**config.mk**
```make
export PLATFORM = sky130hd
export DESIGN_NAME = odo_ctrl
export DESIGN_NICKNAME = d
export VERILOG_FILES = /design/src/rtl/odo_pkg.sv /design/src/rtl/odo_ctrl.sv
export SDC_FILE = /design/constraint.sdc
export NUM_CORES = 1
export LEC_CHECK = 0
export ABC_AREA = 1
export BUFFER_PORTS_ARGS = -buffer_cell sky130_fd_sc_hd__buf_4
export CAP_MARGIN = 25
export CELL_PAD_IN_SITES_DETAIL_PLACEMENT = 0
export CELL_PAD_IN_SITES_GLOBAL_PLACEMENT = 1
export CORE_ASPECT_RATIO = 0.8
export CORE_UTILIZATION = 30
export DETAILED_ROUTE_END_ITERATION = 8
export PLACE_DENSITY_LB_ADDON = 0.2
export SYNTH_ARGS = -nofsm -noshare
export SYNTH_HDL_FRONTEND = slang
export SYNTH_SLANG_ARGS = --single-unit
export TNS_END_PERCENT = 20
```
**constraint.sdc**
```tcl
create_clock -name clk_i -period 2.08 [get_ports clk_i]
set_input_delay 0.208 -clock clk_i [delete_from_list [all_inputs] [get_ports clk_i]]
set_output_delay 0.208 -clock clk_i [all_outputs]
set_load 0.02 [all_outputs]
```
**src/rtl/odo_pkg.sv**
```systemverilog
package odo_pkg;

  localparam int unsigned DIV_W           = 64;
  localparam int unsigned DVS_W           = 32;
  localparam int unsigned US_PER_S        = 1000000;
  localparam int unsigned CORDIC_GAIN     = 652032874;
  localparam int unsigned RAD_TO_BAM      = 683565276;
  localparam logic [19:0] WB_RESET        = 20'd32768;
  localparam int unsigned CORDIC_ITER_DEF = 16;

  typedef enum logic [4:0] {
    OP_NONE,
    OP_LOAD,
    OP_MUL_L,
    OP_MUL_R,
    OP_DIV_DT,
    OP_GET_L,
    OP_GET_R,
    OP_DIV_YAW,
    OP_GET_YAW,
    OP_CINIT,
    OP_CITER,
    OP_MUL_GX,
    OP_MUL_GY,
    OP_GET_VY,
    OP_MUL_PX,
    OP_MUL_PY,
    OP_DIV_US,
    OP_GET_PX,
    OP_GET_PY,
    OP_MUL_YT,
    OP_GET_RAD,
    OP_MUL_HH,
    OP_MUL_HL,
    OP_ADD_H,
    OP_OUT
  } op_e;

  typedef enum logic [5:0] {
    S_IDLE, S_CHECK,
    S_ML, S_DL, S_WL, S_GL,
    S_MR, S_DR, S_WR, S_GR,
    S_DY, S_WY, S_GY,
    S_CI, S_CR, S_GX, S_GG, S_VY,
    S_MPX, S_DPX, S_WPX, S_GPX,
    S_MPY, S_DPY, S_WPY, S_GPY,
    S_MYT, S_DYT, S_WYT, S_GRD,
    S_HH, S_HL, S_HA, S_OUT
  } state_e;

  typedef struct packed {
    op_e op;
  } dp_cmd_t;

  typedef struct packed {
    logic dt_zero;
    logic cmd;
    logic div_done;
    logic cordic_last;
  } dp_stat_t;

  function automatic logic signed [31:0] sat32(input logic signed [63:0] v);
    logic signed [31:0] r;
    if (v > 64'sh0000_0000_7FFF_FFFF) begin
      r = 32'sh7FFF_FFFF;
    end else if (v < -64'sh0000_0000_8000_0000) begin
      r = 32'sh8000_0000;
    end else begin
      r = v[31:0];
    end
    return r;
  endfunction

  // Arctangent of 2^-i in binary-angle units.
  function automatic logic [31:0] atan_bam(input logic [4:0] i);
    logic [31:0] a;
    case (i)
      5'd0:  a = 32'd536870912;
      5'd1:  a = 32'd316933406;
      5'd2:  a = 32'd167458907;
      5'd3:  a = 32'd85004756;
      5'd4:  a = 32'd42667331;
      5'd5:  a = 32'd21354465;
      5'd6:  a = 32'd10679838;
      5'd7:  a = 32'd5340245;
      5'd8:  a = 32'd2670163;
      5'd9:  a = 32'd1335087;
      5'd10: a = 32'd667544;
      5'd11: a = 32'd333772;
      5'd12: a = 32'd166886;
      5'd13: a = 32'd83443;
      5'd14: a = 32'd41722;
      5'd15: a = 32'd20861;
      5'd16: a = 32'd10430;
      5'd17: a = 32'd5215;
      5'd18: a = 32'd2608;
      5'd19: a = 32'd1304;
      5'd20: a = 32'd652;
      5'd21: a = 32'd326;
      5'd22: a = 32'd163;
      5'd23: a = 32'd81;
      5'd24: a = 32'd41;
      5'd25: a = 32'd20;
      5'd26: a = 32'd10;
      5'd27: a = 32'd5;
      5'd28: a = 32'd3;
      5'd29: a = 32'd1;
      5'd30: a = 32'd1;
      default: a = 32'd0;
    endcase
    return a;
  endfunction

endpackage

```
**src/rtl/odo_ctrl.sv**
```systemverilog
module odo_ctrl import odo_pkg::*; (
  input  logic     clk_i,
  input  logic     rst_ni,
  input  logic     in_valid_i,
  output logic     in_ready_o,
  output logic     out_valid_o,
  input  logic     out_ready_i,
  input  dp_stat_t stat_i,
  output dp_cmd_t  cmd_o
);

  state_e state_q, state_d;
  logic   out_valid_q;
  logic   can_out;

  assign can_out = !out_valid_q || out_ready_i;

  always_comb begin
    state_d = state_q;
    case (state_q)
      S_IDLE:  if (in_valid_i) state_d = S_CHECK;
      S_CHECK: begin
        if (stat_i.dt_zero) begin
          state_d = S_OUT;
        end else if (stat_i.cmd) begin
          state_d = S_ML;
        end else begin
          state_d = S_DY;
        end
      end
      S_ML:  state_d = S_DL;
      S_DL:  state_d = S_WL;
      S_WL:  if (stat_i.div_done) state_d = S_GL;
      S_GL:  state_d = S_MR;
      S_MR:  state_d = S_DR;
      S_DR:  state_d = S_WR;
      S_WR:  if (stat_i.div_done) state_d = S_GR;
      S_GR:  state_d = S_DY;
      S_DY:  state_d = S_WY;
      S_WY:  if (stat_i.div_done) state_d = S_GY;
      S_GY:  state_d = S_CI;
      S_CI:  state_d = S_CR;
      S_CR:  if (stat_i.cordic_last) state_d = S_GX;
      S_GX:  state_d = S_GG;
      S_GG:  state_d = S_VY;
      S_VY:  state_d = S_MPX;
      S_MPX: state_d = S_DPX;
      S_DPX: state_d = S_WPX;
      S_WPX: if (stat_i.div_done) state_d = S_GPX;
      S_GPX: state_d = S_MPY;
      S_MPY: state_d = S_DPY;
      S_DPY: state_d = S_WPY;
      S_WPY: if (stat_i.div_done) state_d = S_GPY;
      S_GPY: state_d = S_MYT;
      S_MYT: state_d = S_DYT;
      S_DYT: state_d = S_WYT;
      S_WYT: if (stat_i.div_done) state_d = S_GRD;
      S_GRD: state_d = S_HH;
      S_HH:  state_d = S_HL;
      S_HL:  state_d = S_HA;
      S_HA:  state_d = S_OUT;
      S_OUT: if (can_out) state_d = S_IDLE;
      default: state_d = S_IDLE;
    endcase
  end

  always_comb begin
    cmd_o.op = OP_NONE;
    case (state_q)
      S_IDLE:  if (in_valid_i) cmd_o.op = OP_LOAD;
      S_ML:    cmd_o.op = OP_MUL_L;
      S_DL:    cmd_o.op = OP_DIV_DT;
      S_GL:    cmd_o.op = OP_GET_L;
      S_MR:    cmd_o.op = OP_MUL_R;
      S_DR:    cmd_o.op = OP_DIV_DT;
      S_GR:    cmd_o.op = OP_GET_R;
      S_DY:    cmd_o.op = OP_DIV_YAW;
      S_GY:    cmd_o.op = OP_GET_YAW;
      S_CI:    cmd_o.op = OP_CINIT;
      S_CR:    cmd_o.op = OP_CITER;
      S_GX:    cmd_o.op = OP_MUL_GX;
      S_GG:    cmd_o.op = OP_MUL_GY;
      S_VY:    cmd_o.op = OP_GET_VY;
      S_MPX:   cmd_o.op = OP_MUL_PX;
      S_DPX:   cmd_o.op = OP_DIV_US;
      S_GPX:   cmd_o.op = OP_GET_PX;
      S_MPY:   cmd_o.op = OP_MUL_PY;
      S_DPY:   cmd_o.op = OP_DIV_US;
      S_GPY:   cmd_o.op = OP_GET_PY;
      S_MYT:   cmd_o.op = OP_MUL_YT;
      S_DYT:   cmd_o.op = OP_DIV_US;
      S_GRD:   cmd_o.op = OP_GET_RAD;
      S_HH:    cmd_o.op = OP_MUL_HH;
      S_HL:    cmd_o.op = OP_MUL_HL;
      S_HA:    cmd_o.op = OP_ADD_H;
      S_OUT:   if (can_out) cmd_o.op = OP_OUT;
      default: cmd_o.op = OP_NONE;
    endcase
  end

  always_ff @(posedge clk_i or negedge rst_ni) begin
    if (!rst_ni) begin
      state_q     <= S_IDLE;
      out_valid_q <= 1'b0;
    end else begin
      state_q <= state_d;
      if (state_q == S_OUT && can_out) begin
        out_valid_q <= 1'b1;
      end else if (out_ready_i) begin
        out_valid_q <= 1'b0;
      end
    end
  end

  assign in_ready_o  = (state_q == S_IDLE);
  assign out_valid_o = out_valid_q;

endmodule

```
After elaboration in Yosys (flattened, before gate mapping)

Cells that the tools add are included.

Register bits after elaboration: 7
Output and inout bits: 7
Word-level logic and storage cells: 69

Equal/unequal tests: 42
Mux-type cells: 17
Reduce and logical (&&, ||, !) cells: 8

Operators by type and width:

| cell                                                                   | count |
|---|---|
| 6-bit one-hot mux with 34 select lines                                 | 1 |
| 5-bit one-hot mux with 24 select lines                                 | 1 |
| 6-bit by 5-bit equality test with 1-bit output (second input constant) | 16 |
| 6-bit 2-to-1 mux                                                       | 10 |
| 6-bit by 4-bit equality test with 1-bit output (second input constant) | 8 |
| 6-bit by 3-bit equality test with 1-bit output (second input constant) | 4 |
| 2-bit != test (second input constant)                                  | 9 |
| 6-bit by 2-bit equality test with 1-bit output (second input constant) | 2 |
| 6-bit equality test (second input constant)                            | 2 |
| 9-bit AND reduction                                                    | 1 |
| 6-bit by 1-bit equality test with 1-bit output (second input constant) | 1 |
| 6-bit logical NOT                                                      | 1 |
| 5-bit 2-to-1 mux                                                       | 1 |
| 4-bit 2-to-1 mux                                                       | 1 |
| 1-bit 2-to-1 mux                                                       | 3 |
| 3-bit OR reduction                                                     | 1 |
| 2-bit nonzero test                                                     | 1 |
| 2-bit OR reduction                                                     | 1 |
| 1-bit logical AND                                                      | 1 |
| 1-bit logical NOT                                                      | 1 |
| 1-bit logical OR                                                       | 1 |

Longest topological paths before layout

Depth after elaboration: 4
Gate-level depth with buffers: 11
Mapped depth without buffers: 11

Worst setup path after synthesis

OpenSTA, ideal clock, no wires.

Path kind: flip-flop to flip-flop
Start point: register state_q[3]
End point: register state_q[1]
Setup time: 0.116 ns
Arrival time: 1.561 ns
Data required time: 1.964 ns
Setup slack: 0.402 ns
Cell stages (with the launch flop): 11
Period minus slack after synthesis: 1.678 ns
Cell sequence: dfrtp_1 nor2_1 nand2_1 nor2_1 nand2_1 nand3_1 inv_1 nand2_1 inv_1 nand2_1 nand2_1

Longest elaborated chain between the ends: 3

RTL lines:

| element                       | line            | RTL |
|---|---|---|
| start: declaration            | odo_ctrl.sv:12  | `state_e state_q, state_d;` |
| start signal: assignment      | odo_ctrl.sv:106 | `state_q <= state_d;` |
| 6-bit logical NOT (*)         | --              |  |
| named net in_ready_o          | odo_ctrl.sv:5   | `output logic in_ready_o,` |
| 2-bit != test (no line)       | --              |  |
| 9-bit AND reduction (no line) | --              |  |

The timed path passes the listed nets; every way through them passes the cells marked *.
A chain may end at the register's enable or synchronous reset.

==> results_dict.tcl <==
set metrics [dict create \
    status "completed" \
    finalPower_mw 1.829 \
    synthXorXnorAreaFrac_pct 0 \
    initial_core_util_pct 31.60 \
    diodes 0 \
    via_count 1204 \
    synth_async_sr_flop_share_pct 100.0 \
    layout_min_cycle_time_ns 1.973 \
    syn_inst 168 \
    hpwl_mm 2.471 \
    cts-root-buf "clkbuf_4" \
    synth-simple-area-share_pct 61.76 \
    core_um2 2744 \
    clk_pin_slew_ns 0.05 \
    htreeDepth 1 \
    yosysWarnings 0 \
    syn_to_final_growth_pct 28.72 \
    die_y_um 50.09 \
    placementRows 17 \
    die_area_um2 3111 \
    synthAdderAreaFrac_pct 0 \
    setup_tns_ns 0 \
    synth-seq-area-share_pct 20.20 \
    netlist_area_um2 867.1 \
    fmax_ghz 0.5067 \
    nets 199 \
    place_congestion 0.9580 \
    drv_slew 0 \
    drc 0 \
    end_kind "output pin" \
    synth_top_family_by_area "simple AND/OR/NAND/NOR gates" \
    grt_first_pass_wirelength_mm 5.278 \
    syn_avg_cell_area_um2 5.161 \
    hold_violations 0 \
    clk_path_buf_depth 2 \
    syn_nets 176 \
    peakVddDrop_mv 0.5402 \
    yosysUniqueCellTypes 18 \
    synth-compound-area-share_pct 7.359 \
    worst-setup-path-type "reg -> out" \
    fin_crit_sh_pct 94.88 \
    holdPathStages 4 \
    synth_edf_count 0 \
    crit_arrival_ns 1.77 \
    fin_skew_ns 0.006561 \
    vias_per_cell 5.281 \
    worstSetupStartpointType "register" \
    cp_max_fo 8 \
    relSlewSlack_pct 73.29 \
    antenna_found_initial 0 \
    grt_usage_pct 22.17 \
    fp.dieW_um 62.11 \
    ant_nets 0 \
    drive_gt1_share_pct 16.32 \
    synth_ff_type "dfrtp_1" \
    numPortBuffers 14 \
    grt_pass1_vias 1084 \
    clock_latency_ns 0.26 \
    gr-total-overflow 0 \
    cts_inserted_buffers 3 \
    cap_viol_max_count 0 \
    finalSetupViolCount 0 \
    dr.pass1.iters 4 \
    rsz0062_at_grt "true" \
    io-pin-count 15 \
    hold_path_class "in -> reg" \
    power_density_nw_per_um2 1639 \
    grt_max_degree 17 \
    leakage_nw 0.6573 \
    tightest_slew_ns 0.3991 \
    clock_sinks 7 \
    r2r_cells 10 \
    post_drt_wl_per_cell_um 13.75 \
    required_ns 1.87 \
    wirelength_mm 3.135 \
    drtIter0Drc 98 \
    tritoncts "done" \
    synth.area.mux_share_pct 0 \
    synth.ff_latch_count 7 \
]
==> registers in the layout, indices dropped and copies added (netlist names) <==
name	flops
out_valid_o	1
state_q	6
==> timing repair <==
action                     in CTS  in global routing
setup endpoints to repair       4                  5
setup buffers                   0                  2
gates resized for setup         1                  8
hold endpoints to repair        7                  0
hold buffers                    1                  0
==> worst paths after layout <==
| path | from | endpoint | slack [ns] |
|---|---|---|---|
| setup / recovery | state_q[2]$_DFFE_PN0P_ | cmd_o[1] | 0.11 |
| hold / removal | out_ready_i | out_valid_o$_DFFE_PN0P_ | 0.22 |
| setup reg to reg | state_q[0]$_DFFE_PN0P_ | state_q[1]$_DFFE_PN0P_ | 0.36 |
| hold reg to reg | state_q[0]$_DFFE_PN0P_ | state_q[0]$_DFFE_PN0P_ | 0.58 |
| max in group asynchronous | rst_ni | state_q[0]$_DFFE_PN0P_ | 1.63 |
| min in group asynchronous | rst_ni | state_q[2]$_DFFE_PN0P_ | 0.31 |
==> final cells by class <==
type	count	area, um^2
clock buffer	4	26.28
fill	317	1628
inverter	22	86.33
multi-input combinational	137	626.9
timing repair buffer	20	152.6
tap	38	47.55
sequential	7	176.4
==> kinds of logic after synthesis <==
family                 after synthesis
AND/OR/NAND/NOR                    126
flip-flops                           7
AO/OA/AOI/OAI                       11
buffers and inverters               24
==> synth_stat cells (2+ instances only) <==
cell	count	area, um^2
a21oi_1	5	25.02
buf_2	2	10.01
dfrtp_1	7	175.2
inv_1	21	78.83
nand2_1	55	206.5
nand3_1	25	125.1
nand4_1	8	50.05
nor2_1	33	123.9
nor3_1	2	10.01
o21ai_0	2	10.01
==> per-stage QoR <==
step | cells | hold WS, ns | worst slack [ns] | utilization [%] | cell area, um^2
after floorplan | 168 | -0.08759 | 0.4022 | - | 867.1
after global placement | 221 | 0.02395 | 0.1736 | 37.62 | 1032
after detailed placement | 221 | 0.02410 | 0.1898 | 37.62 | 1032
after CTS | 226 | 0.2162 | 0.03484 | 39.03 | 1071
after global routing | 228 | 0.2475 | -0.007698 | 40.67 | 1116
final | 228 | 0.2223 | 0.1065 | 40.67 | 1116
==> worst max-delay path, cell delays in order, from the launching register on <==
cell        delay [ns]
dfrtp_1           0.44
nand2_2           0.14
clkinvlp_4        0.17
nand3_1           0.16
nand3_1           0.09
nor3_1            0.20
nand4_1           0.12
buf_4             0.18
==> cell usage in the layout (no fill, tap or decap), drive strengths merged <==
master / instances
a31oi: 1
or2: 1
nand3: 25
o21a: 1
o21ai: 2
o211ai: 1
a21oi: 5
nand4: 8
dfrtp: 7
clkinvlp: 1
clkbuf: 4
o31ai: 1
buf: 19
nand2: 55
inv: 21
nor3: 2
dlygate4sd3: 1
nor2: 34
nand3b: 1
==> where the power goes <==
| part | internal (mW) | leakage, nW | total, mW | switching [mW] |
|---|---|---|---|---|
| clock | 0.0733 | 0.0150 | 0.124 | 0.0510 |
| sequential | 0.201 | 0.0908 | 0.283 | 0.0823 |
| combinational | 0.476 | 0.552 | 1.42 | 0.946 |
| total | 0.750 | 0.657 | 1.83 | 1.08 |
==> per-layer routing <==
| layer | GRT usage [%] | part of all wire, % | vias up |
|---|---|---|---|
| li1 | - | - | 586 |
| met1 | 30.69 | 46 | 548 |
| met2 | 35.53 | 45 | 63 |
| met3 | 4.167 | 7.4 | 7 |
| met4 | 5.039 | 1.4 | 0 |
| met5 | 0 | 0 | - |
No activity file was read; power rests on OpenSTA's default activity.
